**config.mk**
```make
export PLATFORM = sky130hd
export DESIGN_NAME = ifhp_queue
export DESIGN_NICKNAME = d
export VERILOG_FILES = /design/src/design/ifhp_pkg.sv /design/src/design/ifhp_queue.sv
export SDC_FILE = /design/constraint.sdc
export NUM_CORES = 1
export LEC_CHECK = 0
export BUFFER_PORTS_ARGS = -buffer_cell sky130_fd_sc_hd__buf_2
export CAP_MARGIN = 10
export CORE_MARGIN = 2
export CORE_UTILIZATION = 50
export CTS_BUF_LIST = sky130_fd_sc_hd__clkbuf_2
export CTS_CLUSTER_DIAMETER = 80
export DETAILED_ROUTE_END_ITERATION = 10
export PLACE_DENSITY = 0.76
export RECOVER_POWER = 100
export SLEW_MARGIN = 10
export SYNTH_ARGS = -nofsm -noshare
export SYNTH_HDL_FRONTEND = slang
export SYNTH_SLANG_ARGS = --single-unit
```
**constraint.sdc**
```tcl
create_clock -name clk -period 7 [get_ports clk]
set_clock_uncertainty 0.1 [all_clocks]
set_input_delay 0.35 -clock clk [delete_from_list [all_inputs] [get_ports clk]]
set_output_delay 0.35 -clock clk [all_outputs]
set_load 0.1 [all_outputs]
```
**src/design/ifhp_pkg.sv**
```systemverilog
// ifhp_pkg: shared types and constants for the ipv4 flow header parser
// with flow dedup. No dependencies.
package ifhp_pkg;

  localparam int unsigned FLOW_ENTRIES_DEF = 4096;
  localparam int unsigned QUEUE_DEPTH      = 4;
  localparam int unsigned WINDOW_W         = 40;
  localparam int unsigned ENTRY_W          = 129;

  localparam logic [WINDOW_W-1:0] WINDOW_RESET = 40'd100000000;
  localparam logic [15:0] ETH_IPV4  = 16'h0800;
  localparam logic [7:0]  PROTO_TCP = 8'd6;
  localparam logic [7:0]  PROTO_UDP = 8'd17;

  localparam logic OP_BYTE = 1'b0;
  localparam logic OP_READ = 1'b1;

  localparam logic RK_EVENT   = 1'b0;
  localparam logic RK_COUNTER = 1'b1;

  localparam logic [1:0] CFG_WINDOW = 2'd0;
  localparam logic [1:0] CFG_TCP_EN = 2'd1;
  localparam logic [1:0] CFG_UDP_EN = 2'd2;

  typedef enum logic [2:0] {
    CNT_TOTAL,
    CNT_IPV4,
    CNT_TCP,
    CNT_UDP,
    CNT_SUBMIT,
    CNT_DROP,
    CNT_DEDUP,
    CNT_PERR
  } cnt_idx_t;

  typedef struct packed {
    logic        op;
    logic [7:0]  data_byte;
    logic        last;
    logic        direction;
    logic [63:0] stamp;
    logic [2:0]  counter_index;
  } in_item_t;

  typedef struct packed {
    logic        result_kind;
    logic [63:0] event_time;
    logic [31:0] source_address;
    logic [31:0] dest_address;
    logic [15:0] source_port;
    logic [15:0] dest_port;
    logic [15:0] ip_total_length;
    logic [7:0]  ip_protocol;
    logic [5:0]  flag_bits;
    logic        event_direction;
    logic [63:0] counter_value;
  } out_item_t;

  typedef struct packed {
    logic        is_read;
    logic [2:0]  cidx;
    logic [7:0]  bump;
    logic        lookup;
    logic [31:0] src;
    logic [31:0] dst;
    logic [31:0] ports;
    logic [15:0] length;
    logic [7:0]  proto;
    logic [5:0]  flags;
    logic        dir;
    logic [63:0] ts;
  } desc_t;

  typedef struct packed {
    logic clearing;
  } back_status_t;

endpackage

```
**src/design/ifhp_queue.sv**
```systemverilog
// ifhp_queue: short descriptor fifo between parser and dedup back end.
// Depends on ifhp_pkg.
module ifhp_queue (
  input  logic            clk,
  input  logic            rst,
  input  logic            push,
  input  ifhp_pkg::desc_t wdata,
  output logic            full,
  input  logic            pop,
  output logic            not_empty,
  output ifhp_pkg::desc_t rdata
);
  import ifhp_pkg::*;

  localparam int unsigned PW = $clog2(QUEUE_DEPTH);

  desc_t         slots [QUEUE_DEPTH];
  logic [PW-1:0] wr_ptr;
  logic [PW-1:0] rd_ptr;
  logic [PW:0]   count;

  assign full      = (count == (PW+1)'(QUEUE_DEPTH));
  assign not_empty = (count != '0);
  assign rdata     = slots[rd_ptr];

  always_ff @(posedge clk) begin
    if (push) begin
      slots[wr_ptr] <= wdata;
    end
  end

  always_ff @(posedge clk) begin
    if (rst) begin
      wr_ptr <= '0;
      rd_ptr <= '0;
      count  <= '0;
    end else begin
      if (push) begin
        wr_ptr <= wr_ptr + 1'b1;
      end
      if (pop) begin
        rd_ptr <= rd_ptr + 1'b1;
      end
      count <= count + (PW+1)'(push) - (PW+1)'(pop);
    end
  end
endmodule

```
### After elaboration in Yosys (flattened, before gate mapping)

Memory sizes are Yosys's and may differ from the RTL's. A register that Yosys moved wholly into a read port is not among the register bits.
Cells that the tools add are included.

* add/subtract/negate cells: 4
* eq/ne operators: 1
* muxes and demuxes: 4
* reduce and logical (&&, ||, !) cells: 1

Operator list (count)
* 2-bit by 1-bit adder with 2-bit output (second input constant): 2
* 2-bit 2-to-1 mux: 2
* 3-bit by 1-bit adder with 3-bit output: 1
* 3-bit == test (second input constant): 1
* 3-bit nonzero test: 1
* 3-bit by 1-bit subtractor with 3-bit output: 1
* 1-bit 2-to-1 mux: 2

* output and inout port bits: 206
* memories: 1
* RAM bits: 816
* bits of input ports: 208
* word-level logic and storage cells: 14
* flip-flop bits (word level): 7

Memories
* slots: words 4, bits a word 204, rd ports 1, clocked after Yosys merged registers in 1, wr ports 1, RTL line ifhp_queue.sv:17 `desc_t slots [QUEUE_DEPTH];`

### Longest topological paths before layout

Gate-level depths: netlist of run 1.

* depth after elaboration: 3
* gate-level depth with buffers: 7
* gate-level depth less buffers: 7

### Worst setup path before layout of run 1

No wires, ideal clock.

* kind: register -> register
* start point: register wr_ptr[0]
* end point: memory slots[0][0] (netlist bit), enable pin
* arrival time: 5.181 ns
* path buffers: 0
* stages on the path, launching flop included: 4
* clock period less this slack: 5.870 ns
* slack: 1.130 ns
* setup time: 0.589 ns
* required time: 6.311 ns
* cell sequence: dfxtp_1 > inv_1 > ha_1 > and2_1

RTL lines
* start: declaration: RTL line ifhp_queue.sv:18 `logic [PW-1:0] wr_ptr;`
* start signal: assignment: RTL line ifhp_queue.sv:39 `wr_ptr <= wr_ptr + 1'b1;`
* end: declaration: RTL line ifhp_queue.sv:17

No word-level cell before the write port.

==> results of run 1 <==
## state kept, by name, summed over array words and instances, names as in the netlist, named ones only
register,count
count,3
slots,816
wr_ptr,2
rd_ptr,2
## worst register-to-register path, cell delays in order (launching register included)
cell,delay [ns]
dfxtp_1,0.42
ha_1,0.17
and2_0,2.84
buf_4,1.14
## through the flow
stage	setup slack, ns	total power [mW]
final	1.708	11.11
after floorplan	1.130	7.712
after detailed placement	3.757	8.083
after global placement	3.752	8.048
after CTS	2.240	11.20
after global routing	1.354	11.56
## cell families after synthesis
group                    Yosys count  synth area share [%]
AND/OR/NAND/NOR                   14                0.2554
AO/OA/AOI/OAI                      2               0.05023
multiplexers                     205                 15.41
buffers and inverters             52                 1.223
adder cells (fa/ha/maj)            7                0.3182
XOR/XNOR                           3                0.1382
flip-flops                       825                 82.61
## cells in the mapped netlist
master / instances / area, µm²
a21oi_1: 1 / 5.000
buf_2: 22 / 110.1
nor2_1: 5 / 18.77
mux2i_1: 1 / 10.01
ha_1: 6 / 75.07
nand3b_1: 1 / 7.510
and2_1: 4 / 25.02
xnor2_1: 2 / 17.52
xor3_1: 1 / 23.77
edfxtp_1: 816 / 24500
or3_1: 1 / 6.260
dfxtp_1: 9 / 180.2
a21bo_2: 1 / 10.01
inv_1: 6 / 22.52
clkbuf_1: 5 / 18.77
and3_1: 1 / 6.260
mux4_2: 204 / 4594
fa_1: 1 / 20.02
nor2b_1: 2 / 12.51
buf_6: 19 / 214.0
## power groups by stage
stage | Clock, mW | Sequential (mW) | Combinational (mW)
floorplan | 0 | 5.86 | 1.85
detailed placement | 0 | 5.86 | 2.22
global route | 3.33 | 5.78 | 2.46
finish | 2.98 | 5.76 | 2.38
global placement | 0 | 5.84 | 2.21
CTS | 3.03 | 5.74 | 2.42
## routing by layer
layer	GRT usage, %	vias up
met1	25.68	8125
li1	-	6963
met5	0	-
met4	8.845	2
met3	6.511	115
met2	36.58	675
## repair_timing
action	4_1_cts	5_1_grt
hold buffers	417	0
endpoints found under the hold margin	1044	0
endpoints found under the setup margin	0	0
gates resized for setup	0	0
## worst paths after layout
kind                                start  cells past startpoint            to  slack (ns)
worst max-delay path             register                      3    rdata[164]        1.71
worst min register to register  rd_ptr[1]                      2      register        0.45
worst max register to register  wr_ptr[0]                      3  slots[3][73]        1.80
worst min-delay path                  pop                      7      count[2]        0.17
## final cells by class
cell class	count	area share (%)
clock inverter	68	0.9126
sequential	825	64.32
multi-input combinational	231	12.59
tap	773	2.520
timing repair buffer	844	15.97
clock buffer	272	3.546
inverter	6	0.05867
antenna	11	0.07171
==> impl_metrics.tcl, run 1 <==
set metrics [dict create \
    wl_met2_mm 34.70 \
    syn_area_mm2 0.02988 \
    top_layer "met5" \
    core_area_mm2 0.05902 \
    antenna_found_initial 9 \
    htreeDepth 4 \
    post-route-min-period_ns 5.292 \
    cts_buffers 195 \
    area_delta_synth_final_pct 28.46 \
    drt-total-wl_mm 65.63 \
    placed_area_mm2 0.03276 \
    fin_util_pct 65.04 \
    layout.cells.most_common_list "edfxtp_1, dlygate4sd3_1, clkbuf_2" \
    multiInputGateArea_mm2 0.004835 \
    rsz0062_at_grt "false" \
    drc_errors 0 \
    clock-sinks 825 \
    grt_overflow 0 \
    setup_tns_ns 0 \
    ys_seq_area_share_pct 82.61 \
    clk-insertion-delay-late_ns 1.37 \
    grt_max_degree 126 \
    setup_viol 0 \
    final_common_cell "edfxtp_1" \
    relSlewSlack_pct -185.8 \
    ys_seq_elements 825 \
    via_per_inst 5.241 \
    intPower_mw 7.368 \
    syn_nets 1323 \
    syn_area_per_cell_um2 26.97 \
    p_seq_share_pct 51.8 \
    hold_ws_ns 0.1747 \
    clkPwrFrac_pct 26.8 \
    hpwl_mm 34.18 \
    root_buffer "clkbuf_2" \
    leakage_nw 12.98 \
    switching_share_pct 33.71 \
    via_count 15880 \
    wl_met3_mm 4.987 \
    die_w_um 248.5 \
    portBuffers 413 \
    cts_setup_buffers 0 \
    initial_core_util_pct 50.63 \
    clk_pin_slew_ns 0.13 \
    stdcell_area_mm2 0.03839 \
    wire_per_inst_um 21.66 \
    synth_warnings 0 \
    worstSetupPathType "reg2out" \
    required_ns 6.55 \
    io_pins 414 \
    p_comb_share_pct 21.4 \
    place_inst 2262 \
    grt.total_usage_pct 21.50 \
    dieArea_mm2 0.06173 \
    hold_viol_final 0 \
    cp_num_buf_inv 2 \
    rows 89 \
    wl_met1_mm 24.45 \
    n_fill_cell 3941 \
    fmax_mhz 189.0 \
    violations "max-capacitance violations, max-slew violations" \
    drive_above_1_share_pct 31.75 \
    crit_chain "clkbuf_2, mux4_2, clkbuf_1" \
    tightest_slew_ns 4.287 \
    ant_nets 0 \
    crit_path_top_delay_cell "clkbuf_2" \
    grt_pass1_vias 17510 \
    fin_cells 3030 \
    drt_iter0_drc 1093 \
    irDropWorstVdd_mv 0.2108 \
    outcome "complete, but fails checks" \
    nNetsFinal 2318 \
    critPathTopFamily "buffers and inverters" \
    crit_fanout 63 \
    start_kind "register" \
    place_congestion 0.7596 \
    hold_path_class "in2reg" \
    cts_tree "built" \
    cpPeakStageDelay_ns 1.40 \
    worstPathArrival_ns 4.84 \
    grt_pass1_wl_mm 100.6 \
    finalMaxSlewViolations 359 \
    worst_setup_path_end_kind "primary output" \
    syn_inst 1108 \
    drv_cap 7 \
    ys_types 20 \
    clock_path_buffers 3 \
    power.switching_mw 3.747 \
    p_per_area_mw_per_mm2 289.6 \
    drt_pre_antenna_iters 7 \
    fin_crit_sh_pct 75.60 \
    seq_area_mm2 0.02469 \
    die_y_um 248.5 \
]
No activity file was read; power rests on OpenSTA's default activity.
==> run 2: changes to the inputs <==
==> constraint.sdc (replaced) <==
create_clock -name clk -period 5 [get_ports clk]
set_clock_uncertainty 0.1 [all_clocks]
set_input_delay 0.25 -clock clk [delete_from_list [all_inputs] [get_ports clk]]
set_output_delay 0.25 -clock clk [all_outputs]
set_load 0.1 [all_outputs]
==> run 2 against run 1 <==
  * The flow still finishes with violations (max-capacitance violations, max-slew violations)
  * Largest power group unchanged
  * Sequential share of layout area decreased by 1.6 points
  * Cell area increased by 2.6%
  * Sequential power increased by 40%
  * Largest cell class unchanged
==> impl_metrics.tcl, run 2 (synthesis gave the netlist of run 1 again) <==
set metrics [dict create \
    dp_slack_ns 2.374 \
    post-route-min-period_ns 4.241 \
    dieArea_mm2 0.06173 \
    htreeDepth 4 \
    fin_crit_sh_pct 84.83 \
    worstSetupPathType "reg2out" \
    fmax_mhz 235.8 \
    irDropWorstVdd_mv 0.3535 \
    violations "max-capacitance violations, max-slew violations" \
    grt_max_degree 119 \
    largest_register_ffs 816 \
    setup_tns_ns 0 \
    cts_tree "built" \
    wire_per_inst_um 22.60 \
    hold_path_class "in2reg" \
    p_per_area_mw_per_mm2 399.8 \
    rsz0062_at_grt "false" \
    clk_pin_slew_ns 0.13 \
    p_seq_share_pct 51.2 \
    grt_overflow 0 \
    layout.cells.most_common_list "edfxtp_1, dlygate4sd3_1, clkbuf_2" \
    crit_fanout 33 \
    leakage_nw 13.75 \
    required_ns 4.65 \
    switching_share_pct 33.68 \
    finalMaxSlewViolations 622 \
    drive_above_1_share_pct 37.06 \
    r2r_start "wr_ptr[0]" \
    drt-total-wl_mm 69.72 \
    grt.total_usage_pct 22.79 \
    initial_core_util_pct 50.63 \
    core_area_mm2 0.05902 \
    largest-register "slots" \
    clock-sinks 825 \
    setup_viol 0 \
    reg2reg_to "slots[2][187]" \
    via_per_inst 5.292 \
    drt_pre_antenna_iters 4 \
    via_count 16330 \
    ctsResizeCount 0 \
    grt_pass1_vias 18160 \
    antenna_found_initial 8 \
    crit_path_end "rdata[157]" \
    p_comb_share_pct 21.9 \
    worstPathArrival_ns 3.89 \
    relSlewSlack_pct -133.2 \
    area_delta_synth_final_pct 31.76 \
    grt_pass1_wl_mm 106.5 \
    root_buffer "clkbuf_2" \
    portBuffers 413 \
    ant_nets 0 \
    hold_viol_final 0 \
    hold_path_startpoint "wdata[153]" \
    clock_path_buffers 3 \
    power.switching_mw 5.302 \
    worst_setup_path_end_kind "primary output" \
    clkPwrFrac_pct 26.9 \
    intPower_mw 10.44 \
    drt_iter0_drc 1027 \
    rrSetupSlack_ns 1.12 \
    cts_buffers 192 \
    final_common_cell "edfxtp_1" \
    tightest_slew_ns 3.498 \
    start_kind "register" \
    rows 89 \
    die_w_um 248.5 \
    drc_errors 0 \
    r2r_cells 4 \
    timing.final.ws_setup_ns 0.7587 \
    hpwl_mm 33.69 \
    nNetsFinal 2401 \
    place_congestion 0.7350 \
    die_y_um 248.5 \
    io_pins 414 \
    outcome "complete, but fails checks" \
    drv_cap 8 \
    clk-insertion-delay-late_ns 1.26 \
    reg_top3 "slots: 816 flops, count: 3 flops" \
]
## run 2: timing repair
item	4_1_cts	5_1_grt
hold buffers	501	1
setup buffers	0	0
hold endpoints to repair	1641	1
## run 2: stage by stage
stage,utilization (%),area [µm²],power (mW),instances,hold slack [ns]
CTS,66.95,39510,15.71,3079,0.0003695
global route,66.70,39370,16.33,3084,0.01926
detailed placement,55.66,32850,11.33,2263,0.3653
global placement,55.66,32850,11.29,2263,0.3589
floorplan,-,29890,10.76,1108,0.2216
finish,66.71,39370,15.74,3085,0.1840
## run 2: worst min path at each step
stage | cells after the start | endpoint | slack (ns)
2_1_floorplan | 1 | count[0] | 0.22
3_3_place_gp | 1 | slots[2][109] | 0.36
3_5_place_dp | 1 | slots[1][136] | 0.37
4_1_cts | 3 | slots[3][155] | 0.0004
5_1_grt | 3 | slots[3][153] | 0.02
6_report | 3 | slots[3][153] | 0.18
## run 2: power groups by stage
stage / clock (mW) / sequential [mW] / combinational, mW
after floorplan: 0 / 8.17 / 2.59
after global placement: 0 / 8.16 / 3.12
after detailed placement: 0 / 8.19 / 3.14
after CTS: 4.23 / 8.03 / 3.46
after global routing: 4.69 / 8.09 / 3.56
final: 4.23 / 8.06 / 3.45
## run 2: layout make-up
cell class                      count  area, µm²
Inverter                            6      22.52
Tap cell                          773      967.2
Multi-Input combinational cell    231       4835
Timing Repair Buffer              930       7198
Clock buffer                      261       1306
Antenna cell                        5      12.51
Sequential cell                   825      24690
Clock inverter                     54      340.3
Fill cell                        3700      19650
## run 2: per-layer routing
layer	track usage, %	wire length (µm)
met1	26.84	25600
met2	39.23	37070
met3	7.045	5104
met4	9.016	1897
met5	0	54
## run 2: worst max-delay path: stages (launching register included)
cell,delay [ns]
dfxtp_2,1.02
buf_12,0.37
mux4_2,0.29
clkbuf_1,0.90
==> run 3: changes to the inputs <==
--- a/config.mk
+++ b/config.mk
@@ -5,6 +5,7 @@
 export SDC_FILE = /design/constraint.sdc
 export NUM_CORES = 1
 export LEC_CHECK = 0
+export ABC_AREA = 1
 export BUFFER_PORTS_ARGS = -buffer_cell sky130_fd_sc_hd__buf_2
 export CAP_MARGIN = 10
 export CORE_MARGIN = 2
@@ -12,7 +13,7 @@
 export CTS_BUF_LIST = sky130_fd_sc_hd__clkbuf_2
 export CTS_CLUSTER_DIAMETER = 80
 export DETAILED_ROUTE_END_ITERATION = 10
-export PLACE_DENSITY = 0.76
+export PLACE_DENSITY = 0.78
 export RECOVER_POWER = 100
 export SLEW_MARGIN = 10
 export SYNTH_ARGS = -nofsm -noshare
==> constraint.sdc (replaced) <==
create_clock -name clk -period 3.8 [get_ports clk]
set_clock_uncertainty 0.1 [all_clocks]
set_input_delay 0.19 -clock clk [delete_from_list [all_inputs] [get_ports clk]]
set_output_delay 0.19 -clock clk [all_outputs]
set_load 0.1 [all_outputs]
==> run 3 against run 2 <==
  * The flow finishes with violations (max-capacitance violations, max-slew violations, negative setup slack)
  * Sequential power is 30% higher
  * Area after synthesis increased by 11%
  * Global-route usage is 2.4 points higher
  * Total power increased by 35%
  * Non-clock buffer count increased by 156
  * Combinational power up 39%
  * Cell count grew 49%
  * Die area grew 11%
  * Largest cell class unchanged
==> impl_metrics.tcl, run 3 <==
set metrics [dict create \
    ys_types 17 \
    yosysMostFrequentCell "edfxtp_1" \
    fmax_mhz 259.3 \
    setup_viol 1 \
    rsz0062_at_grt "false" \
    finalMaxSlewViolations 291 \
    synthTopCellsByArea "edfxtp_1, o211ai_2, inv_1" \
    crit_fanout 5 \
    critPathTopFamily "buffers and inverters" \
    synth_compound_area_share_pct 13.31 \
    crit_path_top_delay_cell "dlygate4sd3_1" \
    grt.total_usage_pct 25.20 \
    drc_errors 0 \
    syn_inst 2436 \
    reg2reg_to "slots[3][150]" \
    rows 94 \
    place_inst 3622 \
    drt_pre_antenna_iters 5 \
    portBuffers 413 \
    clock-sinks 825 \
    hpwl_mm 42.28 \
    synth_top_area_share_pct 73.69 \
    grt_pass1_vias 25280 \
    synth_fa_ha_area_share_pct 0.2860 \
    via_per_inst 5.190 \
    leakage_nw 17.63 \
    root_buffer "clkbuf_2" \
    largest_register_ffs 816 \
    timing.final.ws_setup_ns -0.05670 \
    synth_async_sr_flop_share_pct 0 \
    yosys-top-cells-count "edfxtp_1, inv_1, nand2_1" \
    hold_viol_final 0 \
    clk-insertion-delay-late_ns 1.33 \
    p_per_area_mw_per_mm2 479.6 \
    antenna_found_initial 4 \
    outcome "complete, but fails checks" \
    synth_top_family_by_area "compound AO/OA/AOI/OAI gates" \
    layout.cells.most_common_list "edfxtp_1, dlygate4sd3_1, clkbuf_2" \
    min_to "slots[1][163]" \
    htreeDepth 4 \
    nNetsFinal 3803 \
    core_area_mm2 0.06575 \
    path_common_cell "dlygate4sd3_1" \
    placed_area_mm2 0.03616 \
    drt-total-wl_mm 87.77 \
    r2r_start "wr_ptr[0]" \
    place_congestion 0.7824 \
    wire_per_inst_um 19.05 \
    synth_top_area_cell "edfxtp_1" \
    worst_setup_path_end_kind "register" \
    area_delta_synth_final_pct 32.85 \
    drt_iter0_drc 2127 \
    ant_nets 0 \
    syn_nets 2651 \
    synth_mux_area_share_pct 0 \
    final_common_cell "edfxtp_1" \
    start_kind "input port" \
    tightest_slew_ns 2.556 \
    drive_above_1_share_pct 24.51 \
    synth-edff-count 816 \
    cts_buffers 200 \
    dp_slack_ns 1.046 \
    hold_depth 3 \
    setup_tns_ns -0.05670 \
    via_count 23920 \
    reg_top3 "slots: 816 flops, count: 3 flops" \
    fin_util_pct 67.19 \
    worstPathArrival_ns 5.01 \
    grt_pass1_wl_mm 132.0 \
    clock_path_buffers 3 \
    post-route-min-period_ns 3.857 \
    r2r_cells 5 \
    syn_area_per_cell_um2 13.65 \
    grt_overflow 0 \
    cts_tree "built" \
    clk_pin_slew_ns 0.10 \
    fin_cells 4608 \
    die_w_um 261.9 \
    fin_crit_sh_pct 101.5 \
    n_fill_cell 4161 \
    violations "max-capacitance violations, max-slew violations, negative setup slack" \
    hold_path_startpoint "wdata[163]" \
    crit_chain "dlygate4sd3_1, dlygate4sd3_1, clkbuf_1, dlygate4sd3_1, ha_1, inv_1, ha_1, dlygate4sd3_1, fa_1, dlygate4sd3_1, inv_1, dlygate4sd3_1, nor2_1" \
    io_pins 414 \
    relSlewSlack_pct -70.41 \
    cp_num_buf_inv 9 \
    cpPeakStageDelay_ns 0.64 \
    drv_cap 4 \
    worstSetupPathType "in2reg" \
    required_ns 4.96 \
    irDropWorstVdd_mv 0.3723 \
    dieArea_mm2 0.06858 \
    synth_ff_type "edfxtp_1" \
    ys_seq_elements 825 \
    synthXorXnorAreaFrac_pct 0 \
    grt_max_degree 137 \
    rrSetupSlack_ns 0.21 \
    stdcell_area_mm2 0.04418 \
    synth_warnings 0 \
    ys_seq_area_share_pct 74.23 \
    initial_core_util_pct 50.58 \
    syn_area_mm2 0.03325 \
    largest-register "slots" \
    die_y_um 261.9 \
    hold_path_class "in2reg" \
    synth-simple-area-share_pct 4.771 \
    crit_cells 13 \
]
-- run 3: cell types whose count changed in the layout (fill, tap and decap cells not counted), moves of 16 or more --
cell / delta
o211ai_2: +159
clkbuf_2: +82
buf_4: +16
buf_2: -27
clkinv_1: +21
clkbuf_4: +17
o211ai_1: +45
nand2_1: +413
inv_1: +414
clkbuf_1: -49
dlygate4sd3_1: +122
a21oi_1: +209
o21ai_0: +208
mux4_2: -204
-- run 3: worst max-delay path by stage --
| stage | start | endpoint |
|---|---|---|
| floorplan | wr_ptr[0] | slots[0][0] |
| CTS | register | rdata[123] |
| global route | register | rdata[108] |
| global placement | wr_ptr[0] | slots[3][153] |
| finish | pop | count[1] |
| detailed placement | wr_ptr[0] | slots[3][153] |
-- run 3: through the flow --
step | power, mW | hold slack [ns]
after floorplan | 14.02 | 0.1612
after global routing | 22.00 | 0.09981
after global placement | 14.73 | 0.2778
after CTS | 21.04 | 0.009454
final | 21.19 | 0.2099
after detailed placement | 14.84 | 0.2929
-- run 3: cell type report --
class	instances	area (µm²)	area share [%]
multi-input cells	1051	6108	13.83
flip-flops and latches	825	24690	55.89
diodes	2	5.005	0.01133
repair buffers	1086	8871	20.08
clock inverters	80	439.2	0.9941
well taps	864	1081	2.447
clock buffers	276	1381	3.127
inverters	424	1599	3.620
-- run 3: timing repair --
item	4_1_cts	5_1_grt
setup buffers	3	1
gates resized for setup	13	2
endpoints found under the hold margin	1394	0
setup endpoints to repair	190	52
pin swaps	0	0
hold buffers	624	0
-- run 3: logic make-up after synthesis --
kind of cell / after synthesis
DFF: 825
adders and majority gates: 7
AOI/OAI and AO/OA: 622
and+or+nand+nor: 422
buffers and inverters: 560
-- run 3: worst min-delay path: cells and delay by family --
family	cells	cell delay [ns]
buf+inv	3	1.26
-- run 3: power by group --
| part | switching [mW] | total, mW | internal (mW) |
|---|---|---|---|
| Clock | 3.60 | 5.87 | 2.27 |
| Combinational | 3.71 | 4.78 | 1.07 |
| Sequential | 0.122 | 10.5 | 10.4 |
| Total | 7.44 | 21.2 | 13.7 |
-- run 3: per-layer routing --
metal | global-route usage (%) | part of all wire (%) | routed length (µm)
met1 | 27.05 | 36 | 31280
met2 | 45.09 | 53 | 46080
met3 | 8.121 | 8.7 | 7600
met4 | 11.68 | 3.2 | 2780
met5 | 0 | 0.030 | 26
