### src/design/ifhp_pkg.sv
// ifhp_pkg: shared types and constants for the ipv4 flow header parser
// with flow dedup. No dependencies.
package ifhp_pkg;

  localparam int unsigned FLOW_ENTRIES_DEF = 4096;
  localparam int unsigned QUEUE_DEPTH      = 4;
  localparam int unsigned WINDOW_W         = 40;
  localparam int unsigned ENTRY_W          = 129;

  localparam logic [WINDOW_W-1:0] WINDOW_RESET = 40'd100000000;
  localparam logic [15:0] ETH_IPV4  = 16'h0800;
  localparam logic [7:0]  PROTO_TCP = 8'd6;
  localparam logic [7:0]  PROTO_UDP = 8'd17;

  localparam logic OP_BYTE = 1'b0;
  localparam logic OP_READ = 1'b1;

  localparam logic RK_EVENT   = 1'b0;
  localparam logic RK_COUNTER = 1'b1;

  localparam logic [1:0] CFG_WINDOW = 2'd0;
  localparam logic [1:0] CFG_TCP_EN = 2'd1;
  localparam logic [1:0] CFG_UDP_EN = 2'd2;

  typedef enum logic [2:0] {
    CNT_TOTAL,
    CNT_IPV4,
    CNT_TCP,
    CNT_UDP,
    CNT_SUBMIT,
    CNT_DROP,
    CNT_DEDUP,
    CNT_PERR
  } cnt_idx_t;

  typedef struct packed {
    logic        op;
    logic [7:0]  data_byte;
    logic        last;
    logic        direction;
    logic [63:0] stamp;
    logic [2:0]  counter_index;
  } in_item_t;

  typedef struct packed {
    logic        result_kind;
    logic [63:0] event_time;
    logic [31:0] source_address;
    logic [31:0] dest_address;
    logic [15:0] source_port;
    logic [15:0] dest_port;
    logic [15:0] ip_total_length;
    logic [7:0]  ip_protocol;
    logic [5:0]  flag_bits;
    logic        event_direction;
    logic [63:0] counter_value;
  } out_item_t;

  typedef struct packed {
    logic        is_read;
    logic [2:0]  cidx;
    logic [7:0]  bump;
    logic        lookup;
    logic [31:0] src;
    logic [31:0] dst;
    logic [31:0] ports;
    logic [15:0] length;
    logic [7:0]  proto;
    logic [5:0]  flags;
    logic        dir;
    logic [63:0] ts;
  } desc_t;

  typedef struct packed {
    logic clearing;
  } back_status_t;

endpackage

### src/design/ifhp_front.sv
// ifhp_front: byte parser; captures header fields and classifies each packet
// end or counter read into a descriptor. Depends on ifhp_pkg.
module ifhp_front (
  input  logic                  clk,
  input  logic                  rst,
  input  logic                  pkt_valid,
  output logic                  pkt_stall,
  input  ifhp_pkg::in_item_t    pkt,
  input  logic                  tcp_enable,
  input  logic                  udp_enable,
  input  logic                  q_full,
  input  ifhp_pkg::back_status_t status,
  output logic                  q_push,
  output ifhp_pkg::desc_t       q_desc
);
  import ifhp_pkg::*;

  logic [6:0]  byte_position;
  logic [15:0] ether_type;
  logic [3:0]  header_length_words;
  logic [7:0]  captured_protocol;
  logic [31:0] captured_source;
  logic [31:0] captured_dest;
  logic [15:0] captured_length;
  logic [31:0] captured_ports;
  logic [5:0]  captured_flags;

  logic [15:0] et_next;
  logic [3:0]  ihl_next;
  logic [7:0]  proto_next;
  logic [31:0] src_next;
  logic [31:0] dst_next;
  logic [15:0] len_next;
  logic [31:0] ports_next;
  logic [5:0]  flags_next;

  logic [6:0]  pos;
  logic [7:0]  b;
  logic [6:0]  t_cur;
  logic [1:0]  addr_byte;
  logic [1:0]  port_off;
  logic [6:0]  t_fin;
  logic [6:0]  need;
  logic [7:0]  plen;
  logic        is_tcp;
  logic        is_udp;
  logic        accept;
  desc_t       d;

  assign pos       = byte_position;
  assign b         = pkt.data_byte;
  assign t_cur     = 7'd14 + {1'b0, header_length_words, 2'b00};
  assign addr_byte = 2'(pos[1:0] - 2'd2);
  assign port_off  = 2'(pos - t_cur);

  always_comb begin
    et_next    = ether_type;
    ihl_next   = header_length_words;
    proto_next = captured_protocol;
    src_next   = captured_source;
    dst_next   = captured_dest;
    len_next   = captured_length;
    ports_next = captured_ports;
    flags_next = captured_flags;
    case (pos) inside
      7'd12: et_next[15:8] = b;
      7'd13: et_next[7:0] = b;
      7'd14: ihl_next = b[3:0];
      7'd16: len_next[15:8] = b;
      7'd17: len_next[7:0] = b;
      7'd23: proto_next = b;
      [7'd26:7'd29]: src_next[{addr_byte, 3'b000} +: 8] = b;
      [7'd30:7'd33]: dst_next[{addr_byte, 3'b000} +: 8] = b;
      default: ;
    endcase
    if (pos >= 7'd15) begin
      if (pos >= t_cur && pos < t_cur + 7'd4) begin
        ports_next[{2'd3 - port_off, 3'b000} +: 8] = b;
      end
      if (pos == t_cur + 7'd13) begin
        flags_next = b[5:0];
      end
    end
  end

  // packet end classification
  assign plen   = {1'b0, pos} + 8'd1;
  assign is_tcp = (proto_next == PROTO_TCP);
  assign is_udp = (proto_next == PROTO_UDP);
  assign t_fin  = 7'd14 + {1'b0, ihl_next, 2'b00};
  assign need   = t_fin + (is_tcp ? 7'd20 : 7'd8);

  always_comb begin
    d         = '0;
    d.is_read = (pkt.op == OP_READ);
    d.cidx    = pkt.counter_index;
    d.src     = src_next;
    d.dst     = dst_next;
    d.ports   = ports_next;
    d.length  = len_next;
    d.proto   = proto_next;
    d.flags   = is_tcp ? flags_next : 6'd0;
    d.dir     = pkt.direction;
    d.ts      = pkt.stamp;
    if (pkt.op == OP_BYTE) begin
      d.bump[CNT_TOTAL] = 1'b1;
      if (plen >= 8'd14 && et_next == ETH_IPV4) begin
        if (plen < 8'd34) begin
          d.bump[CNT_PERR] = 1'b1;
        end else begin
          d.bump[CNT_IPV4] = 1'b1;
          if (is_tcp || is_udp) begin
            if (ihl_next < 4'd5) begin
              d.bump[CNT_PERR] = 1'b1;
            end else if ((is_tcp && tcp_enable) || (is_udp && udp_enable)) begin
              if (plen < {1'b0, need}) begin
                d.bump[CNT_PERR] = 1'b1;
              end else begin
                d.bump[CNT_TCP] = is_tcp;
                d.bump[CNT_UDP] = is_udp;
                d.lookup        = 1'b1;
              end
            end
          end
        end
      end
    end
  end

  assign pkt_stall = q_full || status.clearing;
  assign accept    = pkt_valid && !pkt_stall;
  assign q_push    = accept && (pkt.op == OP_READ || pkt.last);
  assign q_desc    = d;

  always_ff @(posedge clk) begin
    if (rst || (accept && pkt.op == OP_BYTE && pkt.last)) begin
      byte_position       <= '0;
      ether_type          <= '0;
      header_length_words <= '0;
      captured_protocol   <= '0;
      captured_source     <= '0;
      captured_dest       <= '0;
      captured_length     <= '0;
      captured_ports      <= '0;
      captured_flags      <= '0;
    end else if (accept && pkt.op == OP_BYTE) begin
      if (pos != 7'd127) begin
        byte_position <= pos + 7'd1;
      end
      ether_type          <= et_next;
      header_length_words <= ihl_next;
      captured_protocol   <= proto_next;
      captured_source     <= src_next;
      captured_dest       <= dst_next;
      captured_length     <= len_next;
      captured_ports      <= ports_next;
      captured_flags      <= flags_next;
    end
  end
endmodule

### config.mk
export PLATFORM = sky130hd
export DESIGN_NAME = ifhp_front
export DESIGN_NICKNAME = d
export VERILOG_FILES = /design/src/design/ifhp_pkg.sv /design/src/design/ifhp_front.sv
export SDC_FILE = /design/constraint.sdc
export NUM_CORES = 1
export LEC_CHECK = 0
export BUFFER_PORTS_ARGS = -buffer_cell sky130_fd_sc_hd__buf_2
export CORE_MARGIN = 3
export CORE_UTILIZATION = 49
export CTS_BUF_LIST = sky130_fd_sc_hd__clkbuf_2
export CTS_CLUSTER_DIAMETER = 200
export CTS_CLUSTER_SIZE = 30
export DETAILED_ROUTE_END_ITERATION = 8
export PLACE_DENSITY = 0.75
export REMOVE_ABC_BUFFERS = 1
export SYNTH_ARGS = -nofsm -noshare
export SYNTH_HDL_FRONTEND = slang
export SYNTH_SLANG_ARGS = --single-unit
### constraint.sdc
create_clock -name clk -period 4 [get_ports clk]
set_clock_uncertainty 0.05 [all_clocks]
set_input_delay 0 -clock clk [delete_from_list [all_inputs] [get_ports clk]]
set_output_delay 0 -clock clk [all_outputs]
set_load 0.005 [all_outputs]
=== Yosys cells after proc, flatten, opt, wreduce, memory -nomap -nowiden ===
Cells that the tools add are included.

* Add/sub/neg operators: 12
* $lt $le $gt $ge: 11
* Equal/unequal tests: 11
* Shift-type cells: 4
* Mux-type cells: 65
* Bitwise operators: 1
* Reductions and logical operators: 17

{| class="wikitable"
|+ Operator list
! operator !! count
|-
| two-way mux 32 bit || 17
|-
| two-way mux 8 bit || 18
|-
| bitwise mux 32 bit || 3
|-
| variable shift 8 x 7 -> 32 bit, first input constant || 2
|-
| variable part select 8 x 7 -> 32 bit || 2
|-
| equality test 7 x 4 -> 1 bit, second input constant || 3
|-
| equality test 7 x 5 -> 1 bit, second input constant || 3
|-
| two-way mux 6 bit || 3
|-
| equality test 16 x 12 -> 1 bit, second input constant || 1
|-
| adder 4 x 6 -> 7 bit, first input constant || 2
|-
| >= comparator 7 x 5 -> 1 bit, second input constant || 2
|-
| negator 5 -> 7 bit || 2
|-
| two-way mux 1 bit || 13
|-
| two-way mux 4 bit || 3
|-
| logical AND 1 bit || 10
|-
| two-way mux 5 bit || 2
|-
| adder 7 x 1 -> 8 bit, second input constant || 1
|-
| equality test 8 x 3 -> 1 bit, second input constant || 1
|-
| equality test 8 x 5 -> 1 bit, second input constant || 1
|-
| >= comparator 8 x 4 -> 1 bit, second input constant || 1
|-
| < comparator 8 x 6 -> 1 bit, second input constant || 1
|-
| < comparator 8 x 7 -> 1 bit || 1
|-
| two-way mux 2 bit || 4
|-
| adder 7 x 1 -> 7 bit, second input constant || 1
|-
| other kinds (19) || 24
|}

* Bits in registers: 153
* Input port bits: 85
* Output and inout port bits: 206

=== Depth between registers and ports, before layout ===
Gate-level depths: netlist (run 1).

* Word-level depth: 18
* Depth in mapped cells: 19
* Mapped depth without buffers: 18

=== Worst setup path after synthesis (run 1) ===
OpenSTA, ideal clock, no wires.

* Path type: reg2out
* Start: register byte_position[0]
* End: output port q_desc[194] (netlist bit)
* Arrival time: 4.054 ns
* Data required time: 3.950 ns
* Setup slack: -0.104 ns
* Stages on the path, launching flop included: 18
* Buffers on the path: 0
* Cell sequence: dfxtp_1 > ha_1 > nand4b_1 > nor3_2 > mux2i_1 > nand2_1 > inv_1 > ha_1 > inv_1 > ha_1 > inv_1 > fa_1 > xor2_1 > ha_1 > o211ai_1 > o21a_1 > a211o_1 > nor4_1

{| class="wikitable"
|+ RTL lines
! item !! RTL line !! RTL
|-
| start: declaration || ifhp_front.sv:18 || <nowiki>logic [6:0] byte_position;</nowiki>
|-
| start signal: assignment || ifhp_front.sv:148 || <nowiki>byte_position <= pos + 7'd1;</nowiki>
|-
| end: declaration || ifhp_front.sv:14 || <nowiki>output ifhp_pkg::desc_t q_desc</nowiki>
|}

==> results.py, run 1 <==
metrics = {
    "hold_path": {
        "hold_class": "in2reg",
    },
    "placement": {
        "gp_congestion": 0.887,
        "place_ws_ps": 29.5,
        "detailed_place_hpwl_microns": 23500,
        "portBuffers": 151,
        "dpl_cell_area_sq_mm": 0.0105,
        "dp.cells": 1509,
    },
    "setup_path": {
        "critPathMaxStageDelay_ps": 430,
        "cp.required_ps": 3950,
        "cp_top_family": "adder cells",
        "crit_buf_inv": 5,
        "cp.arrival_ps": 4520,
        "slowest_stage": "dfxtp_4",
        "worstPathMaxFanout": 4,
        "cp-end-kind": "output port",
        "startpoint_type": "flip-flop",
        "cp_cell_sequence": "ha_4 > nand4b_1 > nor3_4 > mux2i_1 > nand2_1 > inv_2 > buf_6 > ha_4 > inv_2 > ha_4 > inv_2 > fa_2 > xor2_1 > ha_2 > o211ai_1 > o21a_1 > a211o_1 > a2111oi_2 > buf_2",
        "worstSetupPathType": "reg2out",
        "rrSetupSlack_ps": 300,
    },
    "logic_synthesis": {
        "synth-simple-area-share": 0.229,
        "synth_top_family_by_area": "simple AND/OR/NAND/NOR gates",
        "yosys_warnings": 0,
        "synth.avg_cell_area_sq_um": 8.21,
        "synth_area_sq_mm": 0.0100,
        "synthFlopType": "dfxtp_1",
        "yosys_register_bits": 153,
        "synthMuxAreaShare": 0.161,
        "async_reset_ff_frac": 0,
        "synthXorXnorAreaFrac": 0.0174,
        "seq_area_frac_synth": 0.305,
        "ys_types": 80,
        "synth_adder_area_share": 0.0356,
        "synth_cells": 1223,
        "synth_edf_count": 0,
        "synth_compound_area_frac": 0.147,
    },
    "run_status": {
        "status": "complete, but fails checks",
        "violations": "negative setup slack",
    },
    "sta": {
        "finalCritPeriodShare": 1.14,
        "rsz0062_at_grt": "yes",
        "setup_ws_ps": -572,
        "period_minus_slack_ps": 4570,
        "max_clock_freq_mhz": 219,
        "hold_viol": 0,
        "final-setup-viol-count": 4,
        "slew_headroom": 0.272,
        "worst_pin_slew_ps": 1090,
        "drv_slew": 0,
    },
    "cts": {
        "clock_path_buffers": 2,
        "clk-insertion-delay-late_ps": 760,
        "cts_tree": "yes",
        "clkTransAtPathRegs_ps": 210,
        "htreeDepth": 4,
        "cts.sinks": 153,
        "cts_buffers": 17,
        "cts_root_buf": "clkbuf_2",
    },
    "job": {
        "max_cap_violations": 0,
    },
    "layout": {
        "design_area_sq_mm": 0.0119,
        "multiInputGateArea_sq_mm": 0.00608,
        "layout-drive-gt1-share": 0.277,
        "stdcell_count": 1647,
        "layout_common_cells": "buf_2 (151), dfxtp_1 (150), nand2_1 (123), nor2_1 (119), dlygate4sd3_1 (92)",
        "syn_to_final_growth_pct": 19.0,
        "nFillCells": 1745,
        "register_area_sq_mm": 0.00307,
        "utilization": 0.604,
        "layout_commonest_cell": "buf_2",
        "final_nets": 1479,
    },
    "route": {
        "first_pass_iters": 9,
        "viasPerCell": 6.14,
        "drc_errors": 0,
        "ant_nets": 0,
        "wl_microns": 35800,
        "vias": 10105,
        "routedWlPerCell_microns": 21.8,
        "drt_iter0_drc": 1250,
    },
    "power_and_ir_drop": {
        "p_leak_nw": 5.11,
        "powerDensity_mw_per_mm2": 242,
        "vdd_drop_max_uv": 189,
    },
    "global_route": {
        "grt_max_degree": 82,
        "grt_antenna_before_repair": 6,
        "first_global_vias": 9532,
        "track_usage": 0.306,
        "gr-total-overflow": 0,
        "grt_first_pass_wirelength_microns": 53800,
    },
    "die": {
        "core_area_sq_mm": 0.0198,
        "io_pins": 291,
        "die_h_microns": 149,
        "die_x_microns": 149,
        "start_util": 0.507,
        "rows": 51,
        "dieArea_sq_mm": 0.0222,
    },
}
==> worst reg2reg max path, cell delays in order, from the launching register on <==
cell	delay [ps]
dfxtp_4	410
buf_4	130
inv_1	90
ha_1	200
buf_4	220
nand4_1	570
nor2_1	640
nand3_1	130
dlygate4sd3_1	580
a21oi_1	130
dlygate4sd3_1	570
==> report_power, final <==
group	switching, W	internal [W]	total, W	leakage, nW
clock network	0.000602	0.000413	0.00102	0.158
logic	0.000212	0.000125	0.000337	3.71
registers	0.00000578	0.00153	0.00154	1.23
total	0.000820	0.00207	0.00289	5.11
==> repair_timing <==
item	CTS	global route
hold buffers	92	0
pin swaps	17	6
hold endpoints to repair	206	0
setup endpoints to repair	36	36
gates resized for setup	28	7
buffers inserted	10	1
==> registers in the layout (all words and copies together) (netlist names) <==
signal	cells
captured_dest	32
captured_ports	32
captured_source	32
captured_length	16
ether_type	16
captured_protocol	8
byte_position	7
captured_flags	6
header_length_words	4
==> cell type report <==
class,instances,share of cell area
multi-input combinational,883,0.509
sequential,153,0.257
timing repair buffer,297,0.177
tap,265,0.0278
clock inverter,13,0.0161
clock buffer,17,0.00712
inverter,14,0.00461
antenna,5,0.00105
==> synth_stat cells (12+ instances only) <==
cell type  count  share of area
dfxtp_1      153           0.31
nand2_1      124          0.046
nor2_1       119          0.044
a21oi_1       88          0.044
mux2_2        84          0.094
buf_4         78          0.058
mux2i_1       61          0.061
clkbuf_1      60          0.022
nand3_1       46          0.023
nand4_1       45          0.028
o31ai_1       38          0.028
o21ai_0       31          0.015
ha_1          27          0.034
and3_1        26          0.016
buf_2         21          0.010
inv_1         13         0.0049
nand2b_1      13         0.0081
or2_2         12         0.0075
xnor2_1       12          0.010
==> cells by family after synthesis <==
logic type / Yosys count
flip-flops: 153
other: 1
buffers and inverters: 189
XOR/XNOR: 20
multiplexers: 150
AND/OR/NAND/NOR: 455
adder cells (fa/ha/maj): 28
AO/OA/AOI/OAI: 227
==> metal layers <==
metal / track usage / vias up / share of wire
li1: - / 4573 / -
met1: 0.421 / 4876 / 0.42
met2: 0.472 / 565 / 0.45
met3: 0.0817 / 85 / 0.10
met4: 0.0970 / 6 / 0.028
met5: 0 / - / 0.0012
==> final timing paths <==
kind                            depth (start not counted)             start           endpoint
worst min-delay path                                    5           pkt[77]     ether_type[13]
worst min register to register                          2    ether_type[13]     ether_type[13]
worst max-delay path                                   19  byte_position[0]        q_desc[191]
worst max register to register                         10  byte_position[1]  captured_dest[31]
==> per-stage QoR <==
stage / total power (W) / TNS, ps / hold slack (ps)
4_1_cts: 0.00288 / -2170 / 3.72
3_3_place_gp: 0.00179 / 0 / -50.0
2_1_floorplan: 0.00168 / -2790 / -50.0
6_report: 0.00289 / -2200 / 56.9
3_5_place_dp: 0.00179 / 0 / -50.0
5_1_grt: 0.00297 / -2820 / 52.1
Note: power is estimated with default switching activity, not from simulation.
==> inputs of run 2 (changes only) <==
--- a/config.mk
+++ b/config.mk
@@ -13,7 +13,6 @@
 export CTS_CLUSTER_SIZE = 30
 export DETAILED_ROUTE_END_ITERATION = 8
 export PLACE_DENSITY = 0.75
-export REMOVE_ABC_BUFFERS = 1
 export SYNTH_ARGS = -nofsm -noshare
 export SYNTH_HDL_FRONTEND = slang
 export SYNTH_SLANG_ARGS = --single-unit
==> run 2 against run 1 <==
Net effect: the flow still finishes with violations (negative setup slack); critical path depth down 2; via count fell by 5.1%; setup slack gained 40 ps; register-to-register slack improved by 520 ps; cell count rose by 0.18%; largest cell class unchanged; clock-buffer cell count increased by 2; final area fell by 0.29%; wire length shrank 17%.
==> results.py, run 2 (synthesis gave the netlist of run 1 again) <==
metrics = {
    "cts": {
        "cts.sinks": 153,
        "htreeDepth": 4,
        "cts_root_buf": "clkbuf_2",
        "clk-insertion-delay-late_ps": 750,
        "clock_path_buffers": 2,
        "clkTransAtPathRegs_ps": 220,
        "cts_buffers": 17,
        "cts_tree": "yes",
    },
    "power_and_ir_drop": {
        "powerDensity_mw_per_mm2": 228,
        "p_int_w": 0.00194,
        "p_sw_w": 0.000774,
        "power_frac_seq": 0.566,
        "p_leak_nw": 5.12,
        "vdd_drop_max_uv": 154,
        "pwr-share-comb": 0.117,
        "clockPowerShare": 0.318,
        "swShare": 0.285,
    },
    "hold_path": {
        "hold_depth": 5,
        "min_to": "captured_dest[12]",
        "hold_class": "in2reg",
        "holdCritStartpoint": "pkt[77]",
    },
    "layout": {
        "layout_common_cells": "buf_2 (151), dfxtp_1 (150), nand2_1 (123), nor2_1 (119), dlygate4sd3_1 (92)",
        "utilization": 0.602,
        "final_nets": 1485,
        "syn_to_final_growth_pct": 18.7,
        "largestRegisters": "captured_dest x32, captured_ports x32, captured_source x32",
        "stdcell_count": 1650,
        "layout-drive-gt1-share": 0.281,
        "layout_commonest_cell": "buf_2",
        "design_area_sq_mm": 0.0119,
    },
    "route": {
        "first_pass_iters": 5,
        "wl_microns": 29900,
        "drc_errors": 0,
        "viasPerCell": 5.81,
        "drt_iter0_drc": 743,
        "ant_nets": 0,
        "vias": 9589,
        "routedWlPerCell_microns": 18.1,
    },
    "run_status": {
        "status": "complete, but fails checks",
        "violations": "negative setup slack",
    },
    "global_route": {
        "grt_max_degree": 70,
        "grt_antenna_before_repair": 1,
        "track_usage": 0.254,
        "grt_first_pass_wirelength_microns": 46300,
        "gr-total-overflow": 0,
        "first_global_vias": 9042,
    },
    "die": {
        "start_util": 0.507,
        "die_x_microns": 149,
        "core_area_sq_mm": 0.0198,
        "die_h_microns": 149,
        "dieArea_sq_mm": 0.0222,
        "io_pins": 291,
        "rows": 51,
    },
    "sta": {
        "period_minus_slack_ps": 4530,
        "setup_ws_ps": -532,
        "worst_pin_slew_ps": 1150,
        "slew_headroom": 0.236,
        "whs_ps": 194,
        "rsz0062_at_grt": "yes",
        "final-setup-viol-count": 4,
        "drv_slew": 0,
        "finalCritPeriodShare": 1.13,
        "max_clock_freq_mhz": 221,
        "hold_viol": 0,
    },
    "job": {
        "max_cap_violations": 0,
    },
    "placement": {
        "portBuffers": 151,
        "gp_congestion": 0.897,
        "detailed_place_hpwl_microns": 19500,
        "dpl_cell_area_sq_mm": 0.0105,
        "dp.cells": 1515,
    },
    "setup_path": {
        "slowest_stage": "dfxtp_4",
        "startpoint_type": "flip-flop",
        "r2r_cells": 8,
        "worstPathMaxFanout": 10,
        "cp-end-kind": "output port",
        "cp.arrival_ps": 4480,
        "rrSetupSlack_ps": 820,
        "critPathMaxStageDelay_ps": 400,
        "crit_top_cell": "ha_4",
        "r2r_end": "captured_flags[0]",
        "cp.required_ps": 3950,
        "cp_cell_sequence": "buf_4 > ha_2 > nor3b_4 > nand2_2 > mux2i_2 > ha_4 > inv_4 > ha_4 > inv_2 > fa_2 > xor2_1 > ha_1 > o211ai_1 > o21a_1 > a211o_1 > nor4_2 > buf_2",
        "rr_startpoint": "header_length_words[1]",
        "worstSetupPathType": "reg2out",
    },
}
[run 2: cell count changes in the layout (fill, tap and decap cells not counted), sizes merged]
cell,before,now
buf,205,211
bufinv,4,2
clkbuf,17,19
clkinv,4,9
clkinvlp,2,1
diode,5,1
inv,17,14
[run 2: timing repair]
action | CTS | global route
endpoints found under the setup margin | 36 | 36
pin swaps | 12 | 3
gates resized for setup | 13 | 20
buffers inserted | 10 | 1
hold buffers | 92 | 0
hold endpoints to repair | 219 | 0
[run 2: through the flow]
step | setup TNS (ps) | total power (W) | setup slack [ps]
after floorplan | 0 | 0.00177 | 21.6
after global placement | 0 | 0.00179 | 198
after detailed placement | 0 | 0.00180 | 52.8
after CTS | -2040 | 0.00272 | -541
after global routing | -2520 | 0.00281 | -698
final | -1710 | 0.00272 | -532
[run 2: worst max path at each step]
stage	startpoint	endpoint	slack, ps	cells after the start
floorplan	byte_position[0]	q_desc[194]	20	17
global placement	byte_position[0]	q_desc[191]	200	17
detailed placement	byte_position[0]	q_desc[199]	50	16
CTS	byte_position[0]	q_desc[191]	-540	18
global route	byte_position[1]	q_desc[194]	-700	18
finish	byte_position[0]	q_desc[194]	-530	17
[run 2: final cells by class]
cell class	count	area, sq um
Clock buffer	19	95.1
Antenna cell	1	2.50
Fill cell	1751	7870
Inverter	14	56.3
Timing Repair Buffer	303	2140
Tap cell	265	332
Sequential cell	153	3070
Clock inverter	12	126
Multi-Input combinational cell	883	6090
[run 2: worst max-delay path: cells and delay by family, from the launching register on]
| family | cells | cell delay [ps] |
|---|---|---|
| buf+inv | 4 | 410 |
| compound gates | 3 | 600 |
| fa+ha+maj | 5 | 1190 |
| xor+xnor | 1 | 150 |
| mux | 1 | 300 |
| flops | 1 | 400 |
| simple gates | 3 | 710 |
[run 2: layer usage]
metal  GRT usage  wire [microns]
met1       0.339           12700
met2       0.422           14200
met3      0.0465            2350
met4      0.0751             680
met5           0               0
[run 2: power groups by stage]
stage	clock network [W]	logic [W]	registers (W)
global placement	0	0.000226	0.00157
finish	0.000864	0.000317	0.00154
floorplan	0	0.000208	0.00156
global route	0.000930	0.000340	0.00154
CTS	0.000874	0.000306	0.00154
detailed placement	0	0.000230	0.00157
==> inputs of run 3 (changes only) <==
--- a/config.mk
+++ b/config.mk
@@ -5,14 +5,15 @@
 export SDC_FILE = /design/constraint.sdc
 export NUM_CORES = 1
 export LEC_CHECK = 0
+export ABC_CLOCK_PERIOD_IN_PS = 4700
 export BUFFER_PORTS_ARGS = -buffer_cell sky130_fd_sc_hd__buf_2
 export CORE_MARGIN = 3
-export CORE_UTILIZATION = 49
+export CORE_UTILIZATION = 54
 export CTS_BUF_LIST = sky130_fd_sc_hd__clkbuf_2
 export CTS_CLUSTER_DIAMETER = 200
 export CTS_CLUSTER_SIZE = 30
 export DETAILED_ROUTE_END_ITERATION = 8
-export PLACE_DENSITY = 0.75
+export PLACE_DENSITY = 0.79
 export SYNTH_ARGS = -nofsm -noshare
 export SYNTH_HDL_FRONTEND = slang
 export SYNTH_SLANG_ARGS = --single-unit
==> constraint.sdc (replaced) <==
create_clock -name clk -period 4.7 [get_ports clk]
set_clock_uncertainty 0.05 [all_clocks]
set_input_delay 0 -clock clk [delete_from_list [all_inputs] [get_ports clk]]
set_output_delay 0 -clock clk [all_outputs]
set_load 0.005 [all_outputs]
==> run 3 against run 2 <==
Net effect: the flow now finishes without violations; sequential cell count unchanged; combinational power down 17%; via count grew 1.0%.
==> results.py, run 3 (synthesis gave the netlist of run 1 again) <==
metrics = {
    "die": {
        "rows": 49,
        "start_util": 0.555,
        "die_h_microns": 142,
        "dieArea_sq_mm": 0.0203,
        "core_area_sq_mm": 0.0181,
        "io_pins": 291,
        "die_x_microns": 142,
    },
    "route": {
        "drt_iter0_drc": 1064,
        "routedWlPerCell_microns": 18.4,
        "first_pass_iters": 5,
        "ant_nets": 0,
        "highest_layer": "met4",
        "wl_met3_microns": 2900,
        "vias": 9687,
        "wl_microns": 29300,
        "viasPerCell": 6.07,
        "wl_met2_microns": 14000,
        "m1WireLength_microns": 11700,
        "drc_errors": 0,
    },
    "cts": {
        "clock_path_buffers": 2,
        "cts_tree": "yes",
        "clk-insertion-delay-late_ps": 730,
        "cts_buffers": 17,
        "cts.sinks": 153,
        "htreeDepth": 4,
        "clkTransAtPathRegs_ps": 210,
        "cts_root_buf": "clkbuf_2",
    },
    "placement": {
        "portBuffers": 151,
        "detailed_place_hpwl_microns": 18500,
        "gp_congestion": 0.922,
        "dpl_cell_area_sq_mm": 0.0103,
    },
    "layout": {
        "syn_to_final_growth_pct": 16.7,
        "layout_commonest_cell": "buf_2",
        "layout-drive-gt1-share": 0.269,
        "insertedDiodeCount": 0,
        "design_area_sq_mm": 0.0117,
        "layout_common_cells": "buf_2 (151), dfxtp_1 (149), nand2_1 (122), nor2_1 (119), dlygate4sd3_1 (91)",
        "largestRegisters": "captured_dest x32, captured_ports x32, captured_source x32",
        "final_nets": 1468,
        "nFillCells": 1476,
    },
    "sta": {
        "worst_pin_slew_ps": 1180,
        "max_clock_freq_mhz": 219,
        "finalCritPeriodShare": 0.973,
        "rsz0062_at_grt": "yes",
        "hold_viol": 0,
        "drv_slew": 0,
        "period_minus_slack_ps": 4570,
        "slew_headroom": 0.208,
        "final-setup-viol-count": 0,
    },
    "setup_path": {
        "rrSetupSlack_ps": 610,
        "cp-end-kind": "output port",
        "worstSetupPathType": "reg2out",
        "cp.required_ps": 4650,
        "r2r_cells": 12,
        "startpoint_type": "flip-flop",
        "cp.arrival_ps": 4520,
        "rr_startpoint": "header_length_words[0]",
        "worstPathMaxFanout": 4,
        "r2r_end": "captured_ports[0]",
    },
    "hold_path": {
        "holdCritStartpoint": "pkt[77]",
        "hold_depth": 4,
        "hold_class": "in2reg",
        "min_to": "captured_flags[4]",
    },
    "global_route": {
        "first_global_vias": 8929,
        "grt_first_pass_wirelength_microns": 45300,
        "track_usage": 0.273,
        "grt_antenna_before_repair": 0,
        "gr-total-overflow": 0,
        "grt_max_degree": 54,
    },
    "power_and_ir_drop": {
        "powerDensity_mw_per_mm2": 190,
        "vdd_drop_max_uv": 149,
        "p_leak_nw": 5.03,
        "power_w": 0.00222,
    },
    "run_status": {
        "status": "finished, final reports clean",
    },
    "job": {
        "max_cap_violations": 0,
    },
}
## run 3: repair_timing
action / 4_1_cts / 5_1_grt
gates resized for setup: 21 / 18
pin swaps: 4 / 6
endpoints found under the hold margin: 209 / 0
setup endpoints to repair: 4 / 36
gates cloned: 0 / 0
setup buffers: 9 / 6
hold buffers: 92 / 0
## run 3: metrics by stage
| step | hold WS [ps] | instances | setup slack [ps] | TNS [ps] | util |
|---|---|---|---|---|---|
| floorplan | 30.8 | 1225 | 596 | 0 | - |
| finish | 109 | 1595 | 127 | 0 | 0.648 |
| CTS | 13.8 | 1589 | 0.326 | 0 | 0.640 |
| global route | 109 | 1595 | -53.5 | -96.8 | 0.648 |
| detailed placement | -50.0 | 1458 | 296 | 0 | 0.570 |
| global placement | -50.0 | 1458 | 425 | 0 | 0.570 |
## run 3: worst max-delay path, stage by stage (launching register included)
cell       delay [ps]
dfxtp_4           380
buf_4             110
ha_4              130
nand4b_1          160
nor3_4            160
buf_6             160
mux2i_4           270
nand2_4            90
inv_4              60
ha_1              210
inv_1              60
ha_2              170
inv_1              50
fa_2              330
xor2_1            150
ha_1              280
o211ai_1           90
o21a_1            210
a211o_4           310
a2111oi_4         250
buf_2             160
## run 3: report_power, final
| part | switching [W] | total (W) | internal [W] | leakage [nW] |
|---|---|---|---|---|
| sequential | 0.00000664 | 0.00131 | 0.00130 | 1.24 |
| combinational | 0.000162 | 0.000263 | 0.000101 | 3.68 |
| clock | 0.000467 | 0.000651 | 0.000184 | 0.118 |
## run 3: worst max path at each step
| stage | from | endpoint | cells after the start |
|---|---|---|---|
| 4_1_cts | byte_position[0] | q_desc[191] | 19 |
| 6_report | byte_position[1] | q_desc[191] | 20 |
| 2_1_floorplan | byte_position[0] | q_desc[194] | 17 |
| 3_3_place_gp | byte_position[1] | q_desc[191] | 18 |
| 5_1_grt | byte_position[1] | q_desc[195] | 19 |
| 3_5_place_dp | byte_position[1] | q_desc[194] | 18 |
## run 3: layout make-up
class                   count  area (sq um)  area share
flip-flops and latches    153          3080       0.263
multi-input cells         883          6090       0.520
well taps                 229           287      0.0245
repair buffers            286          2020       0.173
clock inverters            10          80.1     0.00684
clock buffers              20           100     0.00855
inverters                  14          60.1     0.00513
## run 3: layer usage
metal,up-vias,track usage
li1,4552,-
met1,4503,0.361
met2,553,0.446
met3,79,0.0575
met4,0,0.0935
met5,-,0
